**src/hw/rtl/raa_pkg.sv**
```systemverilog
// raa_pkg: shared types, constants and helper functions for the rectangle atlas allocator
// no dependencies; used by raa_free_mem, raa_engine and rect_atlas_allocator
`timescale 1ns / 1ps
`default_nettype none

package raa_pkg;

    localparam int COORD_BITS          = 13;
    localparam int FREE_LIST_DEPTH_DEF = 64;
    localparam int CFG_INDEX_BITS      = 3;
    localparam int STATUS_BITS         = 2;

    localparam logic [COORD_BITS-1:0] COORD_MAX = {COORD_BITS{1'b1}};

    // register indexes on the config port
    localparam logic [CFG_INDEX_BITS-1:0] CFG_INIT_WIDTH  = 3'd0;
    localparam logic [CFG_INDEX_BITS-1:0] CFG_INIT_HEIGHT = 3'd1;
    localparam logic [CFG_INDEX_BITS-1:0] CFG_MAX_WIDTH   = 3'd2;
    localparam logic [CFG_INDEX_BITS-1:0] CFG_MAX_HEIGHT  = 3'd3;
    localparam logic [CFG_INDEX_BITS-1:0] CFG_FAST_MODE   = 3'd4;

    // result status codes
    localparam logic [STATUS_BITS-1:0] ST_PLACED   = 2'd0;
    localparam logic [STATUS_BITS-1:0] ST_NO_SPACE = 2'd1;
    localparam logic [STATUS_BITS-1:0] ST_LOST     = 2'd2;

    typedef logic [COORD_BITS-1:0] coord_t;

    typedef struct packed {
        logic   dead;
        coord_t left;
        coord_t top;
        coord_t right;
        coord_t bottom;
    } rect_t;

    typedef struct packed {
        coord_t req_width;
        coord_t req_height;
    } req_t;

    typedef struct packed {
        logic [STATUS_BITS-1:0] status;
        coord_t                 pos_x;
        coord_t                 pos_y;
    } res_t;

    typedef struct packed {
        coord_t init_width;
        coord_t init_height;
        coord_t max_width;
        coord_t max_height;
        logic   fast_mode;
    } cfg_t;

    // double a canvas dimension, saturating at the coordinate range
    function automatic coord_t doubled(input coord_t v);
        logic [COORD_BITS:0] d;
        d = {v, 1'b0};
        return (d > {1'b0, COORD_MAX}) ? COORD_MAX : d[COORD_BITS-1:0];
    endfunction

    // true when outer holds inner
    function automatic logic contains(input rect_t outer, input rect_t inner);
        return (inner.left >= outer.left) && (inner.top >= outer.top) &&
               (inner.right <= outer.right) && (inner.bottom <= outer.bottom);
    endfunction

endpackage

`default_nettype wire

```
**src/hw/rtl/raa_engine.sv**
```systemverilog
// raa_engine: sequencer for search, canvas growth, split, exact cut, cleanup and compaction
// depends on raa_pkg; drives the ports of raa_free_mem
`timescale 1ns / 1ps
`default_nettype none

module raa_engine #(
    parameter int FREE_LIST_DEPTH = raa_pkg::FREE_LIST_DEPTH_DEF
) (
    input  wire logic                               clk,
    input  wire logic                               rst_n,
    input  wire raa_pkg::cfg_t                      cfg,
    input  wire logic                               clear,
    input  wire logic                               in_valid,
    output logic                                    in_ready,
    input  wire raa_pkg::req_t                      in_data,
    output logic                                    res_valid,
    input  wire logic                               res_ready,
    output raa_pkg::res_t                           res_data,
    output logic                                    wr_en,
    output logic                                    wr_bank,
    output logic [$clog2(FREE_LIST_DEPTH)-1:0]      wr_addr,
    output raa_pkg::rect_t                          wr_data,
    output logic                                    rd_bank,
    output logic [$clog2(FREE_LIST_DEPTH)-1:0]      rd_addr,
    input  wire raa_pkg::rect_t                     rd_data
);

    localparam int CB = raa_pkg::COORD_BITS;
    localparam int AW = $clog2(FREE_LIST_DEPTH);
    localparam int CW = $clog2(FREE_LIST_DEPTH + 1);
    localparam logic [CW-1:0] DEPTH_C = CW'(FREE_LIST_DEPTH);
    localparam logic [CW:0]   DEPTH_X = (CW + 1)'(FREE_LIST_DEPTH);

    localparam logic [1:0] PC_RIGHT  = 2'd0;
    localparam logic [1:0] PC_LEFT   = 2'd1;
    localparam logic [1:0] PC_BOTTOM = 2'd2;
    localparam logic [1:0] PC_TOP    = 2'd3;

    typedef enum logic [4:0] {
        S_IDLE, S_SCAN_RD, S_SCAN_EV, S_GROW, S_PICK_RD, S_PICK_EV, S_FAST_PUSH,
        S_CUT_RD, S_CUT_EV, S_PIECE, S_DROP_I_RD, S_DROP_I_EV, S_DROP_J_RD,
        S_DROP_J_EV, S_PACK_RD, S_PACK_EV, S_DONE
    } state_t;

    state_t              state_reg, state_next;
    logic [CW-1:0]       cnt_reg, cnt_next;
    logic                cur_reg, cur_next;
    raa_pkg::coord_t     cw_reg, cw_next;
    raa_pkg::coord_t     ch_reg, ch_next;
    logic                gw_reg, gw_next;
    logic                pend_reg, pend_next;
    logic                lost_reg, lost_next;
    logic                fail_reg, fail_next;
    logic                found_reg, found_next;
    logic                pass_reg, pass_next;
    logic [1:0]          piece_reg, piece_next;
    raa_pkg::coord_t     w_reg, w_next;
    raa_pkg::coord_t     h_reg, h_next;
    raa_pkg::coord_t     x_reg, x_next;
    raa_pkg::coord_t     y_reg, y_next;
    raa_pkg::coord_t     rr_reg, rr_next;
    raa_pkg::coord_t     rb_reg, rb_next;
    logic [CW-1:0]       idx_reg, idx_next;
    logic [CW-1:0]       jdx_reg, jdx_next;
    logic [CW-1:0]       best_reg, best_next;
    logic [2*CB-1:0]     area_reg, area_next;
    logic [CW-1:0]       kept_reg, kept_next;
    logic [CW-1:0]       rem_reg, rem_next;
    logic [CW-1:0]       pcnt_reg, pcnt_next;
    raa_pkg::rect_t      e0_reg, e0_next;
    raa_pkg::rect_t      ov_reg, ov_next;
    raa_pkg::rect_t      ri_reg, ri_next;

    // per-entry datapath on the read word
    raa_pkg::coord_t     fit_w, fit_h;
    logic                fits;
    logic [2*CB-1:0]     fit_area;
    logic [CB:0]         rr_sum, rb_sum;
    logic                overlap;
    logic                split;
    logic                can_push;
    logic                piece_room;
    logic                piece_take;
    raa_pkg::rect_t      piece_rect;
    logic [CW-1:0]       piece_addr;
    raa_pkg::coord_t     dbl_w, dbl_h;
    logic                e0_whole;

    assign fit_w    = rd_data.right - rd_data.left;
    assign fit_h    = rd_data.bottom - rd_data.top;
    assign fits     = (rd_data.right >= rd_data.left) && (rd_data.bottom >= rd_data.top) &&
                      (fit_w >= w_reg) && (fit_h >= h_reg);
    assign fit_area = fit_w * fit_h;
    assign rr_sum   = {1'b0, rd_data.left} + {1'b0, w_reg};
    assign rb_sum   = {1'b0, rd_data.top} + {1'b0, h_reg};
    assign overlap  = (rr_reg > rd_data.left) && (x_reg < rd_data.right) &&
                      (rb_reg > rd_data.top) && (y_reg < rd_data.bottom);
    assign split    = ({1'b0, rd_data.bottom - rd_data.top} > {h_reg, 1'b0}) ||
                      (h_reg >= (ch_reg >> 1));
    assign can_push = cnt_reg < DEPTH_C;
    assign piece_room = (({1'b0, cnt_reg} - {1'b0, rem_reg}) + {1'b0, pcnt_reg}) < DEPTH_X;
    assign piece_addr = kept_reg + pcnt_reg;
    assign dbl_w    = raa_pkg::doubled(cw_reg);
    assign dbl_h    = raa_pkg::doubled(ch_reg);
    assign e0_whole = (cnt_reg == CW'(1)) && (e0_reg.left == '0) && (e0_reg.top == '0);

    // leftover pieces of an overlapped area around the reservation
    always_comb
    begin
        piece_rect      = ov_reg;
        piece_rect.dead = 1'b0;
        unique case (piece_reg)
            PC_RIGHT:
            begin
                piece_take      = rr_reg < ov_reg.right;
                piece_rect.left = rr_reg;
            end
            PC_LEFT:
            begin
                piece_take       = x_reg > ov_reg.left;
                piece_rect.right = x_reg;
            end
            PC_BOTTOM:
            begin
                piece_take     = rb_reg < ov_reg.bottom;
                piece_rect.top = rb_reg;
            end
            default:
            begin
                piece_take        = y_reg > ov_reg.top;
                piece_rect.bottom = y_reg;
            end
        endcase
    end

    assign in_ready  = (state_reg == S_IDLE) && !pend_reg && !clear;
    assign res_valid = (state_reg == S_DONE);

    always_comb
    begin
        res_data.status = fail_reg ? raa_pkg::ST_NO_SPACE :
                          (lost_reg ? raa_pkg::ST_LOST : raa_pkg::ST_PLACED);
        res_data.pos_x  = x_reg;
        res_data.pos_y  = y_reg;
    end

    always_comb
    begin
        state_next = state_reg;
        cnt_next   = cnt_reg;
        cur_next   = cur_reg;
        cw_next    = cw_reg;
        ch_next    = ch_reg;
        gw_next    = gw_reg;
        pend_next  = pend_reg;
        lost_next  = lost_reg;
        fail_next  = fail_reg;
        found_next = found_reg;
        pass_next  = pass_reg;
        piece_next = piece_reg;
        w_next     = w_reg;
        h_next     = h_reg;
        x_next     = x_reg;
        y_next     = y_reg;
        rr_next    = rr_reg;
        rb_next    = rb_reg;
        idx_next   = idx_reg;
        jdx_next   = jdx_reg;
        best_next  = best_reg;
        area_next  = area_reg;
        kept_next  = kept_reg;
        rem_next   = rem_reg;
        pcnt_next  = pcnt_reg;
        e0_next    = e0_reg;
        ov_next    = ov_reg;
        ri_next    = ri_reg;

        wr_en   = 1'b0;
        wr_bank = cur_reg;
        wr_addr = '0;
        wr_data = '0;
        rd_bank = cur_reg;
        rd_addr = idx_reg[AW-1:0];

        unique case (state_reg)
            S_IDLE:
            begin
                if (pend_reg)
                begin
                    // seed the list with the whole initial canvas
                    wr_en          = 1'b1;
                    wr_data.right  = cfg.init_width;
                    wr_data.bottom = cfg.init_height;
                    cw_next        = cfg.init_width;
                    ch_next        = cfg.init_height;
                    pend_next      = 1'b0;
                end
                else if (in_valid && in_ready)
                begin
                    w_next     = in_data.req_width;
                    h_next     = in_data.req_height;
                    lost_next  = 1'b0;
                    fail_next  = 1'b0;
                    found_next = 1'b0;
                    idx_next   = '0;
                    state_next = S_SCAN_RD;
                end
            end

            S_SCAN_RD:
            begin
                if (idx_reg == cnt_reg)
                begin
                    state_next = found_reg ? S_PICK_RD : S_GROW;
                end
                else
                begin
                    state_next = S_SCAN_EV;
                end
            end

            S_SCAN_EV:
            begin
                if (idx_reg == '0)
                begin
                    e0_next = rd_data;
                end
                if (fits && (!found_reg || (fit_area < area_reg)))
                begin
                    found_next = 1'b1;
                    best_next  = idx_reg;
                    area_next  = fit_area;
                end
                idx_next   = idx_reg + CW'(1);
                state_next = S_SCAN_RD;
            end

            S_GROW:
            begin
                idx_next   = '0;
                found_next = 1'b0;
                state_next = S_SCAN_RD;
                if (gw_reg && (cw_reg != '0) && (cw_reg < cfg.max_width))
                begin
                    cw_next = dbl_w;
                    gw_next = 1'b0;
                    if (e0_whole && (e0_reg.right == cw_reg) && (e0_reg.bottom == ch_reg))
                    begin
                        wr_en         = 1'b1;
                        wr_data       = e0_reg;
                        wr_data.right = dbl_w;
                    end
                    else if (can_push)
                    begin
                        wr_en          = 1'b1;
                        wr_addr        = cnt_reg[AW-1:0];
                        wr_data.left   = cw_reg;
                        wr_data.right  = dbl_w;
                        wr_data.bottom = ch_reg;
                        cnt_next       = cnt_reg + CW'(1);
                    end
                    else
                    begin
                        lost_next = 1'b1;
                    end
                end
                else if (!gw_reg && (ch_reg != '0) && (ch_reg < cfg.max_height))
                begin
                    ch_next = dbl_h;
                    gw_next = 1'b1;
                    if (e0_whole && (e0_reg.right == cw_reg) && (e0_reg.bottom == ch_reg))
                    begin
                        wr_en          = 1'b1;
                        wr_data        = e0_reg;
                        wr_data.bottom = dbl_h;
                    end
                    else if (can_push)
                    begin
                        wr_en          = 1'b1;
                        wr_addr        = cnt_reg[AW-1:0];
                        wr_data.top    = ch_reg;
                        wr_data.right  = cw_reg;
                        wr_data.bottom = dbl_h;
                        cnt_next       = cnt_reg + CW'(1);
                    end
                    else
                    begin
                        lost_next = 1'b1;
                    end
                end
                else
                begin
                    fail_next  = 1'b1;
                    x_next     = '0;
                    y_next     = '0;
                    state_next = S_DONE;
                end
            end

            S_PICK_RD:
            begin
                rd_addr    = best_reg[AW-1:0];
                state_next = S_PICK_EV;
            end

            S_PICK_EV:
            begin
                x_next  = rd_data.left;
                y_next  = rd_data.top;
                rr_next = rr_sum[CB-1:0];
                rb_next = rb_sum[CB-1:0];
                if (cfg.fast_mode)
                begin
                    wr_en        = 1'b1;
                    wr_addr      = best_reg[AW-1:0];
                    wr_data      = rd_data;
                    wr_data.left = rr_sum[CB-1:0];
                    if (split)
                    begin
                        wr_data.bottom = rb_sum[CB-1:0];
                        ov_next        = rd_data;
                        ov_next.top    = rb_sum[CB-1:0];
                        state_next     = S_FAST_PUSH;
                    end
                    else
                    begin
                        state_next = S_DONE;
                    end
                end
                else
                begin
                    idx_next   = '0;
                    kept_next  = '0;
                    rem_next   = '0;
                    pcnt_next  = '0;
                    pass_next  = 1'b0;
                    state_next = S_CUT_RD;
                end
            end

            S_FAST_PUSH:
            begin
                if (can_push)
                begin
                    wr_en    = 1'b1;
                    wr_addr  = cnt_reg[AW-1:0];
                    wr_data  = ov_reg;
                    cnt_next = cnt_reg + CW'(1);
                end
                else
                begin
                    lost_next = 1'b1;
                end
                state_next = S_DONE;
            end

            S_CUT_RD:
            begin
                if (idx_reg == cnt_reg)
                begin
                    idx_next = '0;
                    if (!pass_reg)
                    begin
                        pass_next  = 1'b1;
                        rem_next   = '0;
                        state_next = S_CUT_RD;
                    end
                    else
                    begin
                        cnt_next   = kept_reg + pcnt_reg;
                        cur_next   = !cur_reg;
                        state_next = S_DROP_I_RD;
                    end
                end
                else
                begin
                    state_next = S_CUT_EV;
                end
            end

            S_CUT_EV:
            begin
                if (!pass_reg)
                begin
                    // first pass copies the untouched areas in order
                    if (!overlap)
                    begin
                        wr_en     = 1'b1;
                        wr_bank   = !cur_reg;
                        wr_addr   = kept_reg[AW-1:0];
                        wr_data   = rd_data;
                        kept_next = kept_reg + CW'(1);
                    end
                    idx_next   = idx_reg + CW'(1);
                    state_next = S_CUT_RD;
                end
                else if (overlap)
                begin
                    rem_next   = rem_reg + CW'(1);
                    ov_next    = rd_data;
                    piece_next = PC_RIGHT;
                    state_next = S_PIECE;
                end
                else
                begin
                    idx_next   = idx_reg + CW'(1);
                    state_next = S_CUT_RD;
                end
            end

            S_PIECE:
            begin
                if (piece_take)
                begin
                    if (piece_room)
                    begin
                        wr_en     = 1'b1;
                        wr_bank   = !cur_reg;
                        wr_addr   = piece_addr[AW-1:0];
                        wr_data   = piece_rect;
                        pcnt_next = pcnt_reg + CW'(1);
                    end
                    else
                    begin
                        lost_next = 1'b1;
                    end
                end
                if (piece_reg == PC_TOP)
                begin
                    idx_next   = idx_reg + CW'(1);
                    state_next = S_CUT_RD;
                end
                else
                begin
                    piece_next = piece_reg + 2'd1;
                end
            end

            S_DROP_I_RD:
            begin
                if (idx_reg == cnt_reg)
                begin
                    idx_next   = '0;
                    kept_next  = '0;
                    state_next = S_PACK_RD;
                end
                else
                begin
                    state_next = S_DROP_I_EV;
                end
            end

            S_DROP_I_EV:
            begin
                if (rd_data.dead)
                begin
                    idx_next   = idx_reg + CW'(1);
                    state_next = S_DROP_I_RD;
                end
                else
                begin
                    ri_next    = rd_data;
                    jdx_next   = idx_reg + CW'(1);
                    state_next = S_DROP_J_RD;
                end
            end

            S_DROP_J_RD:
            begin
                rd_addr = jdx_reg[AW-1:0];
                if (jdx_reg == cnt_reg)
                begin
                    idx_next   = idx_reg + CW'(1);
                    state_next = S_DROP_I_RD;
                end
                else
                begin
                    state_next = S_DROP_J_EV;
                end
            end

            S_DROP_J_EV:
            begin
                if (!rd_data.dead && raa_pkg::contains(rd_data, ri_reg))
                begin
                    // outer entry swallowed by a later one
                    wr_en        = 1'b1;
                    wr_addr      = idx_reg[AW-1:0];
                    wr_data      = ri_reg;
                    wr_data.dead = 1'b1;
                    idx_next     = idx_reg + CW'(1);
                    state_next   = S_DROP_I_RD;
                end
                else
                begin
                    if (!rd_data.dead && raa_pkg::contains(ri_reg, rd_data))
                    begin
                        wr_en        = 1'b1;
                        wr_addr      = jdx_reg[AW-1:0];
                        wr_data      = rd_data;
                        wr_data.dead = 1'b1;
                    end
                    jdx_next   = jdx_reg + CW'(1);
                    state_next = S_DROP_J_RD;
                end
            end

            S_PACK_RD:
            begin
                if (idx_reg == cnt_reg)
                begin
                    cnt_next   = kept_reg;
                    cur_next   = !cur_reg;
                    state_next = S_DONE;
                end
                else
                begin
                    state_next = S_PACK_EV;
                end
            end

            S_PACK_EV:
            begin
                if (!rd_data.dead)
                begin
                    wr_en     = 1'b1;
                    wr_bank   = !cur_reg;
                    wr_addr   = kept_reg[AW-1:0];
                    wr_data   = rd_data;
                    kept_next = kept_reg + CW'(1);
                end
                idx_next   = idx_reg + CW'(1);
                state_next = S_PACK_RD;
            end

            S_DONE:
            begin
                if (res_ready)
                begin
                    state_next = S_IDLE;
                end
            end

            default:
            begin
                state_next = S_IDLE;
            end
        endcase

        if (clear)
        begin
            cnt_next  = CW'(1);
            gw_next   = 1'b1;
            pend_next = 1'b1;
        end
    end

    always_ff @(posedge clk or negedge rst_n)
    begin
        if (!rst_n)
        begin
            state_reg <= S_IDLE;
            cnt_reg   <= CW'(1);
            cur_reg   <= 1'b0;
            cw_reg    <= '0;
            ch_reg    <= '0;
            gw_reg    <= 1'b1;
            pend_reg  <= 1'b1;
            lost_reg  <= 1'b0;
            fail_reg  <= 1'b0;
            found_reg <= 1'b0;
            pass_reg  <= 1'b0;
            piece_reg <= PC_RIGHT;
            idx_reg   <= '0;
            jdx_reg   <= '0;
            kept_reg  <= '0;
            rem_reg   <= '0;
            pcnt_reg  <= '0;
        end
        else
        begin
            state_reg <= state_next;
            cnt_reg   <= cnt_next;
            cur_reg   <= cur_next;
            cw_reg    <= cw_next;
            ch_reg    <= ch_next;
            gw_reg    <= gw_next;
            pend_reg  <= pend_next;
            lost_reg  <= lost_next;
            fail_reg  <= fail_next;
            found_reg <= found_next;
            pass_reg  <= pass_next;
            piece_reg <= piece_next;
            idx_reg   <= idx_next;
            jdx_reg   <= jdx_next;
            kept_reg  <= kept_next;
            rem_reg   <= rem_next;
            pcnt_reg  <= pcnt_next;
        end
    end

    always_ff @(posedge clk)
    begin
        w_reg    <= w_next;
        h_reg    <= h_next;
        x_reg    <= x_next;
        y_reg    <= y_next;
        rr_reg   <= rr_next;
        rb_reg   <= rb_next;
        best_reg <= best_next;
        area_reg <= area_next;
        e0_reg   <= e0_next;
        ov_reg   <= ov_next;
        ri_reg   <= ri_next;
    end

    a_cnt_bound: assert property (@(posedge clk) disable iff (!rst_n)
        cnt_reg <= DEPTH_C)
        else $error("free count beyond list depth");

    a_idle_no_write: assert property (@(posedge clk) disable iff (!rst_n)
        (state_reg == S_IDLE && !pend_reg) |-> !wr_en)
        else $error("memory write while idle");

    a_pack_order: assert property (@(posedge clk) disable iff (!rst_n)
        (state_reg == S_PACK_EV) |-> (kept_reg <= idx_reg))
        else $error("compaction write ahead of read");

    a_fail_pos: assert property (@(posedge clk) disable iff (!rst_n)
        (res_valid && fail_reg) |-> (x_reg == '0 && y_reg == '0))
        else $error("failed request with nonzero position");

endmodule

`default_nettype wire

```
**config.mk**
```make
export PLATFORM = sky130hd
export DESIGN_NAME = raa_engine
export DESIGN_NICKNAME = d
export VERILOG_FILES = /design/src/hw/rtl/raa_pkg.sv /design/src/hw/rtl/raa_engine.sv
export SDC_FILE = /design/constraint.sdc
export NUM_CORES = 2
export LEC_CHECK = 0
export BUFFER_PORTS_ARGS = -buffer_cell sky130_fd_sc_hd__buf_2
export CELL_PAD_IN_SITES_DETAIL_PLACEMENT = 0
export CELL_PAD_IN_SITES_GLOBAL_PLACEMENT = 1
export CORE_MARGIN = 5
export CORE_UTILIZATION = 52
export DETAILED_ROUTE_END_ITERATION = 10
export GPL_ROUTABILITY_DRIVEN = 0
export PLACE_DENSITY_LB_ADDON = 0.05
export SLEW_MARGIN = 10
export SYNTH_ARGS = -nofsm -noshare
export SYNTH_HDL_FRONTEND = slang
export SYNTH_SLANG_ARGS = --single-unit
export TNS_END_PERCENT = 100
```
**constraint.sdc**
```tcl
create_clock -name clk -period 12.1 [get_ports clk]
set_input_delay 2.42 -clock clk [delete_from_list [all_inputs] [get_ports clk]]
set_output_delay 2.42 -clock clk [all_outputs]
set_load 0.005 [all_outputs]
```
==> metrics.cfg <==
[status]
status = completed

[power_and_ir_drop]
switchingPower_w = 0.00591
power_w = 0.0119
sw_frac_of_total_pct = 49.5
p_int_w = 0.00604
pwr-share-clk_pct = 10.8
powerDensity_mw_per_mm2 = 339
max-vdd-ir-drop_mv = 1.03
p_leak_nw = 16.1
p_comb_share_pct = 72.4
p_seq_share_pct = 16.9

[clocking]
cts_tree = yes
clkLatencyLatePin_ps = 590
cts_setup_buffers = 0
cts_resized = 0
numCtsBuffers = 44
cts-root-buf = clkbuf_16
cts_hold_buf = 0
clk_pin_slew_ps = 50
cts.sinks = 350
cts_buffer_depth = 3
cts.htree.levels = 2

[worst_setup_path]
cp_slowest_cell = fa_1
cp.arrival_ps = 11660
end_kind = flip-flop
worstPathRequired_ps = 12380
cpMostUsedCell = fa_1
critPathKind = in -> reg
cp-start-kind = input pin
max_stage_delay_ps = 560
cp_max_fo = 32

[grt]
antenna_found_initial = 11
grt_use_total_pct = 35.3
grt_pass1_vias = 28106
grt_pass1_wl_um = 177000
grt_max_degree = 66
grt.overflow.total = 0

[layout]
drive_gt1_share_pct = 11.6
nets = 4277
area_growth_pct = 11.5
final_area_sq_mm = 0.0352

[routing]
drtIter0Drc = 3406
postRouteAntennaNets = 0
wl_um = 119000
post_drt_wl_per_cell_um = 26.9
first_pass_iters = 6
drc = 0
via_count = 28608
vias_per_cell = 6.45

[floorplanning]
initial_core_util_pct = 52.4
die_h_um = 256
core-area_sq_mm = 0.0602
ios = 235
std_cell_rows = 90
die-width_um = 256
die-area_sq_mm = 0.0657

[timing]
worst_slew_pin_slew_ps = 1240
rsz0062_at_grt = no
slew-limit-headroom_pct = 17.5
maxSlewViolCount = 0
max_freq_mhz = 87.9
fin_crit_sh_pct = 94.1
hold_viol = 0
setup_violations = 0
finalClockSkew_ps = 15.4
period_minus_slack_ps = 11380
fin_tns_setup_ps = 0

[synth]
synth_edf_count = 268
ys_seq_elements = 350
syn-mean-instance-area_sq_um = 9.31
synth_top_area_share_pct = 25.5
yosysSeqAreaShare_pct = 32.0
ys_async_sr_fraction_pct = 23.4
syn-num-nets = 4056
syn_inst = 3390
synth_cell_type_count = 96
synth_top_area_cell = edfxtp_1
synth_flop_cell = edfxtp_1
synth_area_leaders = edfxtp_1 25%, ha_1 16%, fa_1 8.4%, dfrtp_1 6.3%, inv_1 5.6%
syn_area_sq_mm = 0.0316
yosysWarnings = 0

[job]
drv_cap = 0

[placed_design]
postPlaceCellArea_sq_mm = 0.0338
port_buffers = 234
hpwlAfterDp_um = 94900

[worst_hold_path]
min_path_type = reg -> reg

area by class of cell:
type	instances	area (sq um)
tap	782	978
multi-input combinational	2439	19300
fill	5286	25000
antenna	6	15.0
inverter	482	1810
clock inverter	11	70.1
clock buffer	68	1290
timing repair buffer	294	1640
sequential	350	10100
Yosys cell counts (all sizes together), types with 38 or more instances:
cell type    n
nor3        76
clkbuf      93
nand4       53
nand3       95
nand2      304
xnor2       84
a21o        58
mux2i       56
edfxtp     268
nor2       207
a211oi      38
a21oi      154
o21ai      209
dfrtp       79
ha         397
inv        475
fa         132
power by group through the flow:
stage / Clock (W) / Sequential [W] / Combinational, W
after floorplan: 0 / 0.00187 / 0.00633
after global placement: 0 / 0.00202 / 0.00853
after detailed placement: 0 / 0.00202 / 0.00870
after CTS: 0.00130 / 0.00200 / 0.00878
after global routing: 0.00134 / 0.00202 / 0.00993
final: 0.00128 / 0.00202 / 0.00865
per-layer routing:
metal | share of wire, % | track usage (%) | wire length, um
met1 | 39 | 48.0 | 47000
met2 | 43 | 53.8 | 51300
met3 | 12 | 8.59 | 14500
met4 | 5.5 | 16.3 | 6570
met5 | 0.011 | 0 | 13
placed cells by master, fill, tap and decap left out, drive strengths merged, types with 20 or more instances in the layout:
master,count
inv,477
ha,397
nand2,304
buf,294
edfxtp,268
o21ai,209
nor2,207
a21oi,154
fa,132
nand3,95
xnor2,84
dfrtp,79
nor3,76
clkbuf,68
a21o,58
mux2i,56
nand4,53
a211oi,38
and3,36
nor4,35
xor2,34
o2111ai,34
nor2b,32
or3,31
a31oi,26
a221oi,26
nand2b,24
o211ai,24
o221ai,22
a222oi,20
critical path: cells and delay by family:
family | cells | cell delay, ps
AOI/OAI and AO/OA | 12 | 2950
buffers and inverters | 6 | 850
adders and majority gates | 9 | 3790
and+or+nand+nor | 8 | 1460
xor gates and xnor gates | 1 | 160
logic make-up (layout without fill, tap and decap cells):
kind of cell | after synthesis | count (layout) | share of synthesized area, %
xor gates and xnor gates | 118 | 118 | 3.27
and+or+nand+nor | 952 | 952 | 14.6
DFF | 350 | 350 | 32.0
adders and majority gates | 529 | 529 | 24.1
AOI/OAI and AO/OA | 777 | 777 | 16.8
other | 0 | 6 | 0
muxes | 63 | 63 | 2.03
buffers and inverters | 601 | 855 | 7.26
worst paths after layout:
path / startpoint / end / slack [ps] / cells past startpoint
max in group asynchronous: rst_n / idx_reg[5] / 9170 / 2
setup reg to reg: state_reg[3] / ov_reg[35] / 6830 / 10
hold reg to reg: pend_reg / pend_reg / 500 / 2
hold / removal: pend_reg / pend_reg / 500 / 2
min in group asynchronous: rst_n / cw_reg[11] / 1690 / 1
setup / recovery: rd_data[0] / area_reg[12] / 720 / 36
metrics by stage:
stage               setup WS, ps  hold WS (ps)  cells  utilization, %
global placement             334           472   4347            56.1
global route                46.6           533   4432            58.4
detailed placement          90.3           492   4347            56.1
floorplan                   12.0           423   3390               -
finish                       719           498   4432            58.4
CTS                          648           497   4426            58.4
Note: power is estimated with default switching activity, not from simulation.
